--- src/hdl/sdspi_pkg.sv ---
package sdspi_pkg;

  localparam int BlockBytesDefault   = 512;
  localparam int PowerupBytesDefault = 10;

  // Input commands
  typedef enum logic [2:0] {
    CMD_INIT  = 3'd0,
    CMD_READ  = 3'd1,
    CMD_WRITE = 3'd2,
    CMD_RXB   = 3'd3,
    CMD_WDATA = 3'd4,
    CMD_TICK  = 3'd5,
    CMD_RSV6  = 3'd6,
    CMD_RSV7  = 3'd7
  } cmd_t;

  // Result kinds
  typedef enum logic [1:0] {
    K_SEND  = 2'd0,
    K_RDATA = 2'd1,
    K_FAST  = 2'd2,
    K_DONE  = 2'd3
  } kind_t;

  // Configuration register indexes
  localparam logic [1:0] REG_CMD_TO  = 2'd0;
  localparam logic [1:0] REG_DATA_TO = 2'd1;
  localparam logic [1:0] REG_INIT_TO = 2'd2;
  localparam logic [1:0] REG_RETRIES = 2'd3;

  // Phases, one-hot
  typedef enum logic [13:0] {
    PH_IDLE     = 14'b00000000000001,
    PH_POWERUP  = 14'b00000000000010,
    PH_FRAME    = 14'b00000000000100,
    PH_RESP     = 14'b00000000001000,
    PH_REGBYTES = 14'b00000000010000,
    PH_TOKEN    = 14'b00000000100000,
    PH_RDATA    = 14'b00000001000000,
    PH_RCRC     = 14'b00000010000000,
    PH_WTOKEN   = 14'b00000100000000,
    PH_WPAY     = 14'b00001000000000,
    PH_WDATA    = 14'b00010000000000,
    PH_WCRC     = 14'b00100000000000,
    PH_DRESP    = 14'b01000000000000,
    PH_BUSY     = 14'b10000000000000
  } phase_t;

  // One result entry
  typedef struct packed {
    kind_t      kind;
    logic [7:0] data;
    logic       sel;
    logic       st;
    logic       last;
  } result_t;

  // Accepted item passed from the front to the back
  typedef struct packed {
    cmd_t        cmd;
    logic [31:0] block_number;
    logic        count_ok;
    logic [7:0]  data_byte;
  } item_t;

  // CRC7 over the 40-bit command head (unrolled, constant input width)
  function automatic logic [6:0] crc7_of(input logic [39:0] bits);
    logic [6:0] c;
    logic fb;
    c = '0;
    for (int i = 39; i >= 0; i--) begin
      fb = c[6] ^ bits[i];
      c = {c[5:0], 1'b0};
      if (fb) c = c ^ 7'h09;
    end
    return c;
  endfunction

  // CRC16 CCITT, one byte
  function automatic logic [15:0] crc16_byte(input logic [15:0] crc, input logic [7:0] b);
    logic [15:0] c;
    c = crc ^ {b, 8'h00};
    for (int j = 0; j < 8; j++) begin
      c = c[15] ? ({c[14:0], 1'b0} ^ 16'h1021) : {c[14:0], 1'b0};
    end
    return c;
  endfunction

endpackage

--- src/hdl/sdspi_front.sv ---
module sdspi_front
  import sdspi_pkg::*;
(
  input  logic        clk,
  input  logic        rst,
  input  logic        in_valid,
  output logic        in_stall,
  input  logic [2:0]  cmd,
  input  logic [31:0] block_number,
  input  logic [15:0] block_count,
  input  logic [7:0]  data_byte,
  output logic        q_valid,
  output item_t       q_item,
  input  logic        q_pop
);

  localparam int Depth = 2;

  item_t      mem [Depth];
  logic       wr_ptr, rd_ptr;
  logic [1:0] fill;
  logic       push;
  item_t      cls;

  // Classify: pre-check the block count so the back end compares one bit
  always_comb begin
    cls.cmd          = cmd_t'(cmd);
    cls.block_number = block_number;
    cls.count_ok     = (block_count == 16'd1);
    cls.data_byte    = data_byte;
  end

  assign in_stall = (fill == 2'(Depth));
  assign push     = in_valid && !in_stall;
  assign q_valid  = (fill != 2'd0);
  assign q_item   = mem[rd_ptr];

  always_ff @(posedge clk) begin
    if (push) mem[wr_ptr] <= cls;
  end

  always_ff @(posedge clk) begin
    if (rst) begin
      wr_ptr <= 1'b0;
      rd_ptr <= 1'b0;
      fill   <= 2'd0;
    end else begin
      if (push) wr_ptr <= ~wr_ptr;
      if (q_pop) rd_ptr <= ~rd_ptr;
      fill <= fill + 2'(push) - 2'(q_pop);
    end
  end

endmodule

--- src/hdl/sdspi_back.sv ---
module sdspi_back
  import sdspi_pkg::*;
#(
  parameter int BLOCK_BYTES   = BlockBytesDefault,
  parameter int POWERUP_BYTES = PowerupBytesDefault
) (
  input  logic        clk,
  input  logic        rst,
  input  logic        q_valid,
  input  item_t       q_item,
  output logic        q_pop,
  input  logic        cfg_we,
  input  logic [1:0]  cfg_idx,
  input  logic [15:0] cfg_data,
  output logic        out_valid,
  input  logic        out_stall,
  output result_t     out_res
);

  localparam int CntW = $clog2(BLOCK_BYTES + 1);

  // Configuration
  logic [15:0] cmd_to, data_to, init_to;
  logic [3:0]  retries;

  // State
  phase_t      phase, phase_next;
  logic [47:0] frame, frame_next;
  logic [CntW-1:0] cnt, cnt_next;
  logic [3:0]  att, att_next;
  logic [15:0] el, el_next, lt, lt_next;
  logic [31:0] rsp, rsp_next;
  logic [15:0] crc, crc_next;
  logic        ready, ready_next, baddr, baddr_next, hcs, hcs_next;
  logic [5:0]  cur, cur_next;

  // Result buffer: up to two results per item, drained one per cycle while out_stall is low
  result_t     rb [3];
  logic [1:0]  rcnt, rpos;
  result_t     nr [3];
  logic [1:0]  nn;
  logic        busy_out;

  assign busy_out  = (rcnt != 2'd0);
  assign out_valid = busy_out;
  assign out_res   = rb[rpos];
  // Take a new item when buffer empty or its final entry leaves now
  assign q_pop = q_valid &&
                 (!busy_out || (!out_stall && (rpos == rcnt - 2'd1)));

  always_comb begin
    logic [39:0] head;
    logic [7:0]  c8;
    logic [7:0]  r1;
    logic        do_r1;
    logic [7:0]  b;
    logic [5:0]  ncmd;
    logic [31:0] narg;
    logic        scmd;
    logic        regs_go;

    phase_next = phase; frame_next = frame; cnt_next = cnt; att_next = att;
    el_next = el; lt_next = lt; rsp_next = rsp; crc_next = crc;
    ready_next = ready; baddr_next = baddr; hcs_next = hcs; cur_next = cur;
    nn = 2'd0;
    for (int i = 0; i < 3; i++) nr[i] = '{kind: K_SEND, data: 8'h00, sel: 1'b0, st: 1'b0, last: 1'b0};
    r1 = 8'hFF; do_r1 = 1'b0; scmd = 1'b0; ncmd = 6'd0; narg = 32'd0;
    regs_go = 1'b0; head = '0; c8 = 8'h01;
    b = q_item.data_byte;

    unique case (q_item.cmd)
      CMD_INIT: begin
        if (phase == PH_IDLE) begin
          ready_next = 1'b0; baddr_next = 1'b0; cnt_next = '0;
          phase_next = PH_POWERUP;
          nr[0] = '{K_SEND, 8'hFF, 1'b0, 1'b0, 1'b0}; nn = 2'd1;
        end
      end
      CMD_READ, CMD_WRITE: begin
        if (phase == PH_IDLE) begin
          if (!ready || !q_item.count_ok) begin
            phase_next = PH_IDLE;
            nr[0] = '{K_DONE, 8'h00, 1'b0, 1'b1, 1'b0}; nn = 2'd1;
          end else begin
            scmd = 1'b1;
            ncmd = (q_item.cmd == CMD_WRITE) ? 6'd24 : 6'd17;
            narg = baddr ? q_item.block_number
                         : (q_item.block_number << $clog2(BLOCK_BYTES));
          end
        end
      end
      CMD_RXB: begin
        unique case (phase)
          PH_POWERUP: begin
            cnt_next = cnt + 1'b1;
            if (32'(cnt) + 1 < POWERUP_BYTES) begin
              nr[0] = '{K_SEND, 8'hFF, 1'b0, 1'b0, 1'b0}; nn = 2'd1;
            end else begin
              att_next = 4'd0;
              if (retries == 4'd0) begin
                phase_next = PH_IDLE;
                nr[0] = '{K_DONE, 8'h00, 1'b0, 1'b1, 1'b0}; nn = 2'd1;
              end else begin
                scmd = 1'b1; ncmd = 6'd0; narg = 32'd0;
              end
            end
          end
          PH_FRAME: begin
            cnt_next = cnt + 1'b1;
            if (cnt + 1'b1 < CntW'(6)) begin
              frame_next = {frame[39:0], 8'h00};
              nr[0] = '{K_SEND, frame[39:32], 1'b1, 1'b0, 1'b0}; nn = 2'd1;
            end else begin
              el_next = 16'd0; phase_next = PH_RESP;
              nr[0] = '{K_SEND, 8'hFF, 1'b1, 1'b0, 1'b0}; nn = 2'd1;
            end
          end
          PH_RESP: begin
            if (!b[7]) begin
              do_r1 = 1'b1; r1 = b;
            end else if (el >= cmd_to) begin
              do_r1 = 1'b1; r1 = 8'hFF;
            end else begin
              nr[0] = '{K_SEND, 8'hFF, 1'b1, 1'b0, 1'b0}; nn = 2'd1;
            end
          end
          PH_REGBYTES: begin
            rsp_next = {rsp[23:0], b};
            cnt_next = cnt + 1'b1;
            if (cnt + 1'b1 < CntW'(4)) begin
              nr[0] = '{K_SEND, 8'hFF, 1'b1, 1'b0, 1'b0}; nn = 2'd1;
            end else if (cur == 6'd8) begin
              // Echo: voltage byte then check pattern, the last two received
              if (rsp[7:0] != 8'h01 || b != 8'hAA) begin
                phase_next = PH_IDLE;
                nr[0] = '{K_DONE, 8'h00, 1'b0, 1'b1, 1'b0}; nn = 2'd1;
              end else begin
                hcs_next = 1'b1; lt_next = 16'd0;
                scmd = 1'b1; ncmd = 6'd55; narg = 32'd0;
              end
            end else begin
              baddr_next = rsp[22];
              scmd = 1'b1; ncmd = 6'd16; narg = 32'(BLOCK_BYTES);
            end
          end
          PH_TOKEN: begin
            if (b == 8'hFE) begin
              cnt_next = '0; phase_next = PH_RDATA;
              nr[0] = '{K_SEND, 8'hFF, 1'b1, 1'b0, 1'b0}; nn = 2'd1;
            end else if (el >= data_to) begin
              phase_next = PH_IDLE;
              nr[0] = '{K_DONE, 8'h00, 1'b0, 1'b1, 1'b0}; nn = 2'd1;
            end else begin
              nr[0] = '{K_SEND, 8'hFF, 1'b1, 1'b0, 1'b0}; nn = 2'd1;
            end
          end
          PH_RDATA: begin
            nr[0] = '{K_RDATA, b, 1'b1, 1'b0, 1'b0};
            nr[1] = '{K_SEND, 8'hFF, 1'b1, 1'b0, 1'b0}; nn = 2'd2;
            cnt_next = cnt + 1'b1;
            if (32'(cnt) + 1 >= BLOCK_BYTES) begin
              cnt_next = '0; phase_next = PH_RCRC;
            end
          end
          PH_RCRC: begin
            cnt_next = cnt + 1'b1;
            if (cnt + 1'b1 < CntW'(2)) begin
              nr[0] = '{K_SEND, 8'hFF, 1'b1, 1'b0, 1'b0}; nn = 2'd1;
            end else begin
              phase_next = PH_IDLE;
              nr[0] = '{K_DONE, 8'h00, 1'b0, 1'b0, 1'b0}; nn = 2'd1;
            end
          end
          PH_WTOKEN: begin
            crc_next = 16'd0; cnt_next = '0; phase_next = PH_WPAY;
          end
          PH_WDATA: begin
            cnt_next = cnt + 1'b1;
            if (32'(cnt) + 1 < BLOCK_BYTES) begin
              phase_next = PH_WPAY;
            end else begin
              cnt_next = '0; phase_next = PH_WCRC;
              nr[0] = '{K_SEND, crc[15:8], 1'b1, 1'b0, 1'b0}; nn = 2'd1;
            end
          end
          PH_WCRC: begin
            cnt_next = cnt + 1'b1;
            if (cnt + 1'b1 < CntW'(2)) begin
              nr[0] = '{K_SEND, crc[7:0], 1'b1, 1'b0, 1'b0}; nn = 2'd1;
            end else begin
              phase_next = PH_DRESP;
              nr[0] = '{K_SEND, 8'hFF, 1'b1, 1'b0, 1'b0}; nn = 2'd1;
            end
          end
          PH_DRESP: begin
            if (b[4:0] != 5'h05) begin
              phase_next = PH_IDLE;
              nr[0] = '{K_DONE, 8'h00, 1'b0, 1'b1, 1'b0}; nn = 2'd1;
            end else begin
              el_next = 16'd0; phase_next = PH_BUSY;
              nr[0] = '{K_SEND, 8'hFF, 1'b1, 1'b0, 1'b0}; nn = 2'd1;
            end
          end
          PH_BUSY: begin
            if (b != 8'h00) begin
              phase_next = PH_IDLE;
              nr[0] = '{K_DONE, 8'h00, 1'b0, 1'b0, 1'b0}; nn = 2'd1;
            end else if (el > data_to) begin
              phase_next = PH_IDLE;
              nr[0] = '{K_DONE, 8'h00, 1'b0, 1'b1, 1'b0}; nn = 2'd1;
            end else begin
              nr[0] = '{K_SEND, 8'hFF, 1'b1, 1'b0, 1'b0}; nn = 2'd1;
            end
          end
          default: ;
        endcase
      end
      CMD_WDATA: begin
        if (phase == PH_WPAY) begin
          crc_next = crc16_byte(crc, b);
          phase_next = PH_WDATA;
          nr[0] = '{K_SEND, b, 1'b1, 1'b0, 1'b0}; nn = 2'd1;
        end
      end
      CMD_TICK: begin
        if (el != 16'hFFFF) el_next = el + 16'd1;
        if (lt != 16'hFFFF) lt_next = lt + 16'd1;
      end
      default: ;
    endcase

    // R1 dispatch by current command
    if (do_r1) begin
      unique case (cur)
        6'd0: begin
          if (r1 == 8'h01) begin
            scmd = 1'b1; ncmd = 6'd8; narg = 32'h000001AA;
          end else begin
            att_next = att + 4'd1;
            if (att + 4'd1 < retries) begin
              scmd = 1'b1; ncmd = 6'd0; narg = 32'd0;
            end else begin
              phase_next = PH_IDLE;
              nr[0] = '{K_DONE, 8'h00, 1'b0, 1'b1, 1'b0}; nn = 2'd1;
            end
          end
        end
        6'd8: begin
          if (r1 == 8'h01) regs_go = 1'b1;
          else if (r1 == 8'h05) begin
            hcs_next = 1'b1; lt_next = 16'd0;
            scmd = 1'b1; ncmd = 6'd55; narg = 32'd0;
          end else begin
            phase_next = PH_IDLE;
            nr[0] = '{K_DONE, 8'h00, 1'b0, 1'b1, 1'b0}; nn = 2'd1;
          end
        end
        6'd55: begin
          if (r1 > 8'h01) begin
            phase_next = PH_IDLE;
            nr[0] = '{K_DONE, 8'h00, 1'b0, 1'b1, 1'b0}; nn = 2'd1;
          end else begin
            scmd = 1'b1; ncmd = 6'd41; narg = hcs ? 32'h40000000 : 32'd0;
          end
        end
        6'd41: begin
          if (r1 == 8'h05) hcs_next = 1'b0;
          if (r1 > 8'h01 && r1 != 8'h05) begin
            phase_next = PH_IDLE;
            nr[0] = '{K_DONE, 8'h00, 1'b0, 1'b1, 1'b0}; nn = 2'd1;
          end else if (r1 != 8'h00 && lt < init_to) begin
            scmd = 1'b1; ncmd = 6'd55; narg = 32'd0;
          end else if (r1 != 8'h00) begin
            phase_next = PH_IDLE;
            nr[0] = '{K_DONE, 8'h00, 1'b0, 1'b1, 1'b0}; nn = 2'd1;
          end else begin
            scmd = 1'b1; ncmd = 6'd58; narg = 32'd0;
          end
        end
        6'd58: begin
          if (r1 == 8'h00) regs_go = 1'b1;
          else begin
            scmd = 1'b1; ncmd = 6'd16; narg = 32'(BLOCK_BYTES);
          end
        end
        6'd16: begin
          phase_next = PH_IDLE;
          if (r1 != 8'h00) begin
            nr[0] = '{K_DONE, 8'h00, 1'b0, 1'b1, 1'b0}; nn = 2'd1;
          end else begin
            ready_next = 1'b1;
            nr[0] = '{K_FAST, 8'h00, 1'b0, 1'b0, 1'b0};
            nr[1] = '{K_DONE, 8'h00, 1'b0, 1'b0, 1'b0}; nn = 2'd2;
          end
        end
        6'd17: begin
          if (r1 != 8'h00) begin
            phase_next = PH_IDLE;
            nr[0] = '{K_DONE, 8'h00, 1'b0, 1'b1, 1'b0}; nn = 2'd1;
          end else begin
            el_next = 16'd0; phase_next = PH_TOKEN;
            nr[0] = '{K_SEND, 8'hFF, 1'b1, 1'b0, 1'b0}; nn = 2'd1;
          end
        end
        default: begin
          if (r1 != 8'h00) begin
            phase_next = PH_IDLE;
            nr[0] = '{K_DONE, 8'h00, 1'b0, 1'b1, 1'b0}; nn = 2'd1;
          end else begin
            phase_next = PH_WTOKEN;
            nr[0] = '{K_SEND, 8'hFE, 1'b1, 1'b0, 1'b0}; nn = 2'd1;
          end
        end
      endcase
    end

    // Start the register-bytes read of R7 or OCR
    if (regs_go) begin
      rsp_next = 32'd0; cnt_next = '0; phase_next = PH_REGBYTES;
      nr[0] = '{K_SEND, 8'hFF, 1'b1, 1'b0, 1'b0}; nn = 2'd1;
    end

    // Start a command frame
    if (scmd) begin
      head = {2'b01, ncmd, narg};
      c8 = (ncmd == 6'd0 || ncmd == 6'd8) ? {crc7_of(head), 1'b1} : 8'h01;
      cur_next = ncmd;
      frame_next = {head, c8};
      cnt_next = '0;
      phase_next = PH_FRAME;
      nr[0] = '{K_SEND, head[39:32], 1'b1, 1'b0, 1'b0}; nn = 2'd1;
    end

    // Flag the final result of this item
    if (nn != 2'd0) nr[nn - 2'd1].last = 1'b1;
  end

  // Configuration writes
  always_ff @(posedge clk) begin
    if (rst) begin
      cmd_to <= 16'd100; data_to <= 16'd100; init_to <= 16'd1000; retries <= 4'd5;
    end else if (cfg_we) begin
      unique case (cfg_idx)
        REG_CMD_TO:  cmd_to  <= cfg_data;
        REG_DATA_TO: data_to <= cfg_data;
        REG_INIT_TO: init_to <= cfg_data;
        REG_RETRIES: retries <= cfg_data[3:0];
      endcase
    end
  end

  // Sequencer state and result buffer
  always_ff @(posedge clk) begin
    if (rst) begin
      phase <= PH_IDLE; frame <= '0; cnt <= '0; att <= '0; el <= '0; lt <= '0;
      rsp <= '0; crc <= '0; ready <= 1'b0; baddr <= 1'b0; hcs <= 1'b1; cur <= '0;
      rcnt <= 2'd0; rpos <= 2'd0;
    end else begin
      if (q_pop) begin
        phase <= phase_next; frame <= frame_next; cnt <= cnt_next; att <= att_next;
        el <= el_next; lt <= lt_next; rsp <= rsp_next; crc <= crc_next;
        ready <= ready_next; baddr <= baddr_next; hcs <= hcs_next; cur <= cur_next;
        rcnt <= nn; rpos <= 2'd0;
      end else if (busy_out && !out_stall) begin
        if (rpos == rcnt - 2'd1) begin
          rcnt <= 2'd0; rpos <= 2'd0;
        end else begin
          rpos <= rpos + 2'd1;
        end
      end
    end
  end

  always_ff @(posedge clk) begin
    if (q_pop) begin
      for (int i = 0; i < 3; i++) rb[i] <= nr[i];
    end
  end

endmodule

--- src/hdl/sd_card_spi_host_sequencer_core.sv ---
// SD card host sequencer for SPI mode, one full-duplex byte per transaction.
// Input channel (in_valid/in_stall): cmd plus block_number, block_count and
// data_byte. Requests (init, read, write) start a sequence; each byte the
// block sends (kind 0) must be answered by a received-byte transaction with
// the byte clocked in. Write payload bytes and millisecond ticks also enter
// here. Output channel (out_valid/out_stall): kind, out_byte, select_card,
// status, last_of_run; one item gives zero to two results, the last one
// flagged by last_of_run.
// An accepted item enters a two-entry queue; the sequencer takes it from there
// and registers its results for output. One item is processed per cycle while
// each gives at most one result and out_stall is low; the sequencer takes no
// new item until the last result of the current one leaves the single result port.
// Reset clears the queue, the sequencer and the card state, and loads the
// default timeouts and retry count. When the receiver stalls, results hold,
// the queue fills and then in_stall rises.
// The user must write configuration (cfg_we, cfg_index, cfg_data) only while idle; the block does not enforce this.
module sd_card_spi_host_sequencer_core
  import sdspi_pkg::*;
#(
  parameter int BLOCK_BYTES   = BlockBytesDefault,
  parameter int POWERUP_BYTES = PowerupBytesDefault
) (
  input  logic        clk,
  input  logic        rst,
  input  logic        in_valid,
  output logic        in_stall,
  input  logic [2:0]  cmd,
  input  logic [31:0] block_number,
  input  logic [15:0] block_count,
  input  logic [7:0]  data_byte,
  output logic        out_valid,
  input  logic        out_stall,
  output logic [1:0]  kind,
  output logic [7:0]  out_byte,
  output logic        select_card,
  output logic        status,
  output logic        last_of_run,
  input  logic        cfg_we,
  input  logic [1:0]  cfg_index,
  input  logic [15:0] cfg_data
);

  logic    q_valid, q_pop;
  item_t   q_item;
  result_t res;

  sdspi_front u_front (
    .clk, .rst, .in_valid, .in_stall, .cmd, .block_number, .block_count,
    .data_byte, .q_valid, .q_item, .q_pop
  );

  sdspi_back #(
    .BLOCK_BYTES(BLOCK_BYTES), .POWERUP_BYTES(POWERUP_BYTES)
  ) u_back (
    .clk, .rst, .q_valid, .q_item, .q_pop,
    .cfg_we, .cfg_idx(cfg_index), .cfg_data,
    .out_valid, .out_stall, .out_res(res)
  );

  assign kind        = res.kind;
  assign out_byte    = res.data;
  assign select_card = res.sel;
  assign status      = res.st;
  assign last_of_run = res.last;

endmodule
--- config.mk ---
export PLATFORM = sky130hd
export DESIGN_NAME = sd_card_spi_host_sequencer_core
export DESIGN_NICKNAME = d
export VERILOG_FILES = /design/src/hdl/sdspi_pkg.sv /design/src/hdl/sdspi_front.sv /design/src/hdl/sdspi_back.sv /design/src/hdl/sd_card_spi_host_sequencer_core.sv
export SDC_FILE = /design/constraint.sdc
export NUM_CORES = 1
export LEC_CHECK = 0
export ABC_AREA = 1
export ABC_CLOCK_PERIOD_IN_PS = 3500
export BUFFER_PORTS_ARGS = -buffer_cell sky130_fd_sc_hd__buf_4
export CELL_PAD_IN_SITES_DETAIL_PLACEMENT = 0
export CELL_PAD_IN_SITES_GLOBAL_PLACEMENT = 2
export CORE_MARGIN = 2
export CORE_UTILIZATION = 36
export CTS_BUF_LIST = sky130_fd_sc_hd__clkbuf_16
export CTS_CLUSTER_DIAMETER = 100
export CTS_CLUSTER_SIZE = 8
export DETAILED_ROUTE_END_ITERATION = 7
export PLACE_DENSITY = 0.88
export SYNTH_ARGS = -nofsm -noshare
export SYNTH_HDL_FRONTEND = slang
export SYNTH_SLANG_ARGS = --single-unit
--- constraint.sdc ---
create_clock -name clk -period 3.5 [get_ports clk]
set_input_delay 0.35 -clock clk [delete_from_list [all_inputs] [get_ports clk]]
set_output_delay 0.35 -clock clk [all_outputs]
set_load 0.01 [all_outputs]
==> flow_summary.yaml <==
global_route:
  grt_max_degree: 62
  grt_pass1_wl_um: 96110
  gr-total-overflow: 0
  grt_usage_pct: 24.66
  antenna_found_initial: 0
  grt_pass1_vias: 16673
setup_path:
  crit_path_start_kind: "flip-flop"
  cp_slowest_stage_delay_ns: 0.35
  r2r_end: "u_back.rb[0][7]$_DFFE_PP_"
  worst_ep_arrival_time_ns: 3.62
  r2r_start: "u_back.att[0]$_SDFFE_PP0P_"
  r2r_cells: 19
  critPathCaptureType: "flip-flop"
  worstPathCellList: "ha_1, xnor2_1, inv_1, ha_1, nand2_1, inv_1, a221oi_1, buf_4, inv_1, nand2_1, nand2_1, nand2_1, inv_2, nand2_2, nand2_4, nand2_8, buf_4, nand2_1, a21boi_2"
  cp_slowest_cell: "dfxtp_1"
  r2r_slack_ns: 0.19
  criticalPathCategory: "flip-flop to flip-flop"
  worstSetupEndpoint: "u_back.rb[0][7]$_DFFE_PP_"
  crit_start: "u_back.att[0]$_SDFFE_PP0P_"
  cpMostUsedCell: "nand2_1"
  critPathMaxFanout: 30
  required_ns: 3.81
  crit_buf_inv: 6
  critical_path.top_delay_family: "buffers and inverters"
  cp_num_cells: 19
pwr:
  cellLeakagePower_uw: 0.008604
  ir_drop_mv: 0.4343
  powerDensity_nw_per_um2: 640.4
yosys:
  synth_edf_count: 105
  seq_area_frac_synth_pct: 41.01
  yosys.cell_types.count: 68
  ys_seq_elements: 303
  synth_nets: 2443
  synthArstFlopShare_pct: 0
  synth_flop_cell: "dfxtp_1"
  netlist.area_leader.share_pct: 22.84
  netlist_area_um2: 17350
  synth.avg_cell_area_um2: 7.535
  yosys_warnings: 0
  synthTopCellsByArea: "dfxtp_1 23%, edfxtp_1 18%, nand2_1 8.4%"
  syn_inst: 2303
  yosysTopAreaCell: "dfxtp_1"
timing:
  tns_ns: 0
  hold_viol: 0
  period_needed_ns: 3.311
  worstMarginPinSlew_ns: 0.8807
  fin_crit_sh_pct: 94.59
  finalMaxSlewViolations: 0
  setup_viol: 0
  rsz0062_at_grt: "false"
  finClkSkew_ns: 0.03012
  fmax_ghz: 0.3021
  slew_headroom_pct: 40.66
clock_network:
  clock_latency_ns: 0.58
  cts_root_buf: "clkbuf_16"
  cts_inserted_buffers: 44
  clk_pin_slew_worst_paths_ns: 0.06
  clock-sinks: 303
  htreeDepth: 2
  clock_path_buffers: 3
  cts_tree: "done"
drt:
  routed_wl_um: 61690
  wire_per_inst_um: 19.52
  drc_errors: 0
  routed_via_density: 5.393
  ant_nets: 0
  drt_iter0_drc: 1351
  first_pass_iters: 5
  num_vias: 17043
place:
  portBuffers: 96
  dp_hpwl_um: 46380
  place.gp.congestion: 0.9659
floorplanning:
  num_rows: 80
  io_pins: 97
  core_um2: 47650
  die-area_um2: 49980
  start_util_pct: 36.42
  die_w_um: 223.6
  die_y_um: 223.6
job:
  drv_cap: 0
finish:
  layout-drive-gt1-share_pct: 13.52
  utilization_pct: 44.41
  area_delta_synth_final_pct: 21.93
  final_nets: 2665
  n_antenna_cell: 0
  seqCellArea_um2: 7121
  fillCellCount: 4781
  multi_input_area_um2: 8793
min_path:
  hp-class: "input port to flip-flop"
  holdPathStages: 3
status:
  status: "finished clean"
[logic make-up after synthesis]
kind of cell / share of synthesized area (%)
mux: 1.038
fa+ha+maj: 4.182
buf+inv: 8.745
other cells: 0.02161
simple gates: 23.19
compound gates: 20.71
flops: 41.01
xor+xnor: 1.110
[layout by cell type (no fill, tap or decap), types with 54 or more instances in the layout]
master | netlist | final
a21oi_1 | 170 | 169
buf_4 | 1 | 206
dfxtp_1 | 198 | 197
edfxtp_1 | 105 | 105
ha_1 | 58 | 57
inv_1 | 291 | 306
nand2_1 | 390 | 390
nand3_1 | 109 | 107
nor2_1 | 225 | 221
nor3_1 | 54 | 54
o21ai_0 | 229 | 226
[stage by stage]
step           power [µW]  hold slack, ns  setup WS [ns]  instance area [µm²]  std cells
2_1_floorplan        7353          0.4138         0.4217                17350       2303
3_3_place_gp         9528          0.4301         0.1105                19410       3048
3_5_place_dp         9562          0.4316        0.05859                19410       3048
4_1_cts             13530         0.01001        0.02187                21070       3157
5_1_grt             14330         0.03662       0.002839                21160       3160
6_report            13550         0.03399         0.1893                21160       3160
[layout make-up]
| cell class | instances | area share, % |
|---|---|---|
| multi-input combinational | 1612 | 41.56 |
| inverter | 309 | 5.499 |
| timing repair buffer | 255 | 9.869 |
| sequential | 303 | 33.65 |
| clock inverter | 21 | 0.4671 |
| clock buffer | 45 | 5.322 |
| tap | 615 | 3.636 |
[worst min-delay path: stages]
cell and delay [ns]:
buf_4 0.10, nand2_1 0.05, o211ai_1 0.06
[power breakdown]
part           total, µW  switching, µW  internal [µW]
Combinational       5330           3620           1700
Clock               3890           1610           2280
Sequential          4330            221           4110
Total              13600           5460           8100
[metal layers]
metal / share of wire, % / global-route usage, % / wire length (µm) / up-vias
met3: 5.2 / 3.030 / 3178 / 85
met1: 46 / 33.27 / 28070 / 8085
li1: - / - / - / 8411
met4: 2.3 / 7.398 / 1430 / 0
met2: 47 / 41.37 / 29010 / 462
met5: 0 / 0 / 0 / -
[sequential cells by signal, indices dropped and copies added (netlist names), 16 cells and up, named ones only]
| register | count |
|---|---|
| u_front.mem | 88 |
| u_back.rb | 17 |
| u_back.cmd_to | 16 |
| u_back.init_to | 16 |
| u_back.crc | 16 |
| u_back.frame | 40 |
| u_back.lt | 16 |
| u_back.el | 16 |
| u_back.data_to | 16 |
[Yosys cell counts (18+ instances only)]
library cell,number
dfxtp_1,198
o22ai_1,41
nand3_1,109
o211ai_1,46
ha_1,58
nor2_1,225
edfxtp_1,105
nand4_1,46
nor4_1,24
a211oi_1,18
clkbuf_1,59
o21ai_0,229
nor3_1,54
o21ai_1,18
a21oi_1,170
inv_1,291
mux2i_1,18
a31oi_1,20
nand2_1,390
[worst min path at each step]
stage,start,end,slack [ns]
6_report,cfg_data[8],u_back.init_to[8]$_SDFFE_PP1P_,0.03
5_1_grt,cfg_data[8],u_back.init_to[8]$_SDFFE_PP1P_,0.04
4_1_cts,cfg_data[8],u_back.init_to[8]$_SDFFE_PP1P_,0.01
3_5_place_dp,u_back.frame[6]$_SDFFE_PP0P_,u_back.frame[6]$_SDFFE_PP0P_,0.43
3_3_place_gp,u_back.frame[6]$_SDFFE_PP0P_,u_back.frame[6]$_SDFFE_PP0P_,0.43
2_1_floorplan,u_back.frame[6]$_SDFFE_PP0P_,u_back.frame[6]$_SDFFE_PP0P_,0.41
[timing repair]
item / CTS / global route
endpoints found under the setup margin: 0 / 16
endpoints found under the hold margin: 86 / 0
resized for setup: 0 / 20
hold buffers: 43 / 0
setup buffers: 0 / 3
No activity file was read; power rests on OpenSTA's default activity.
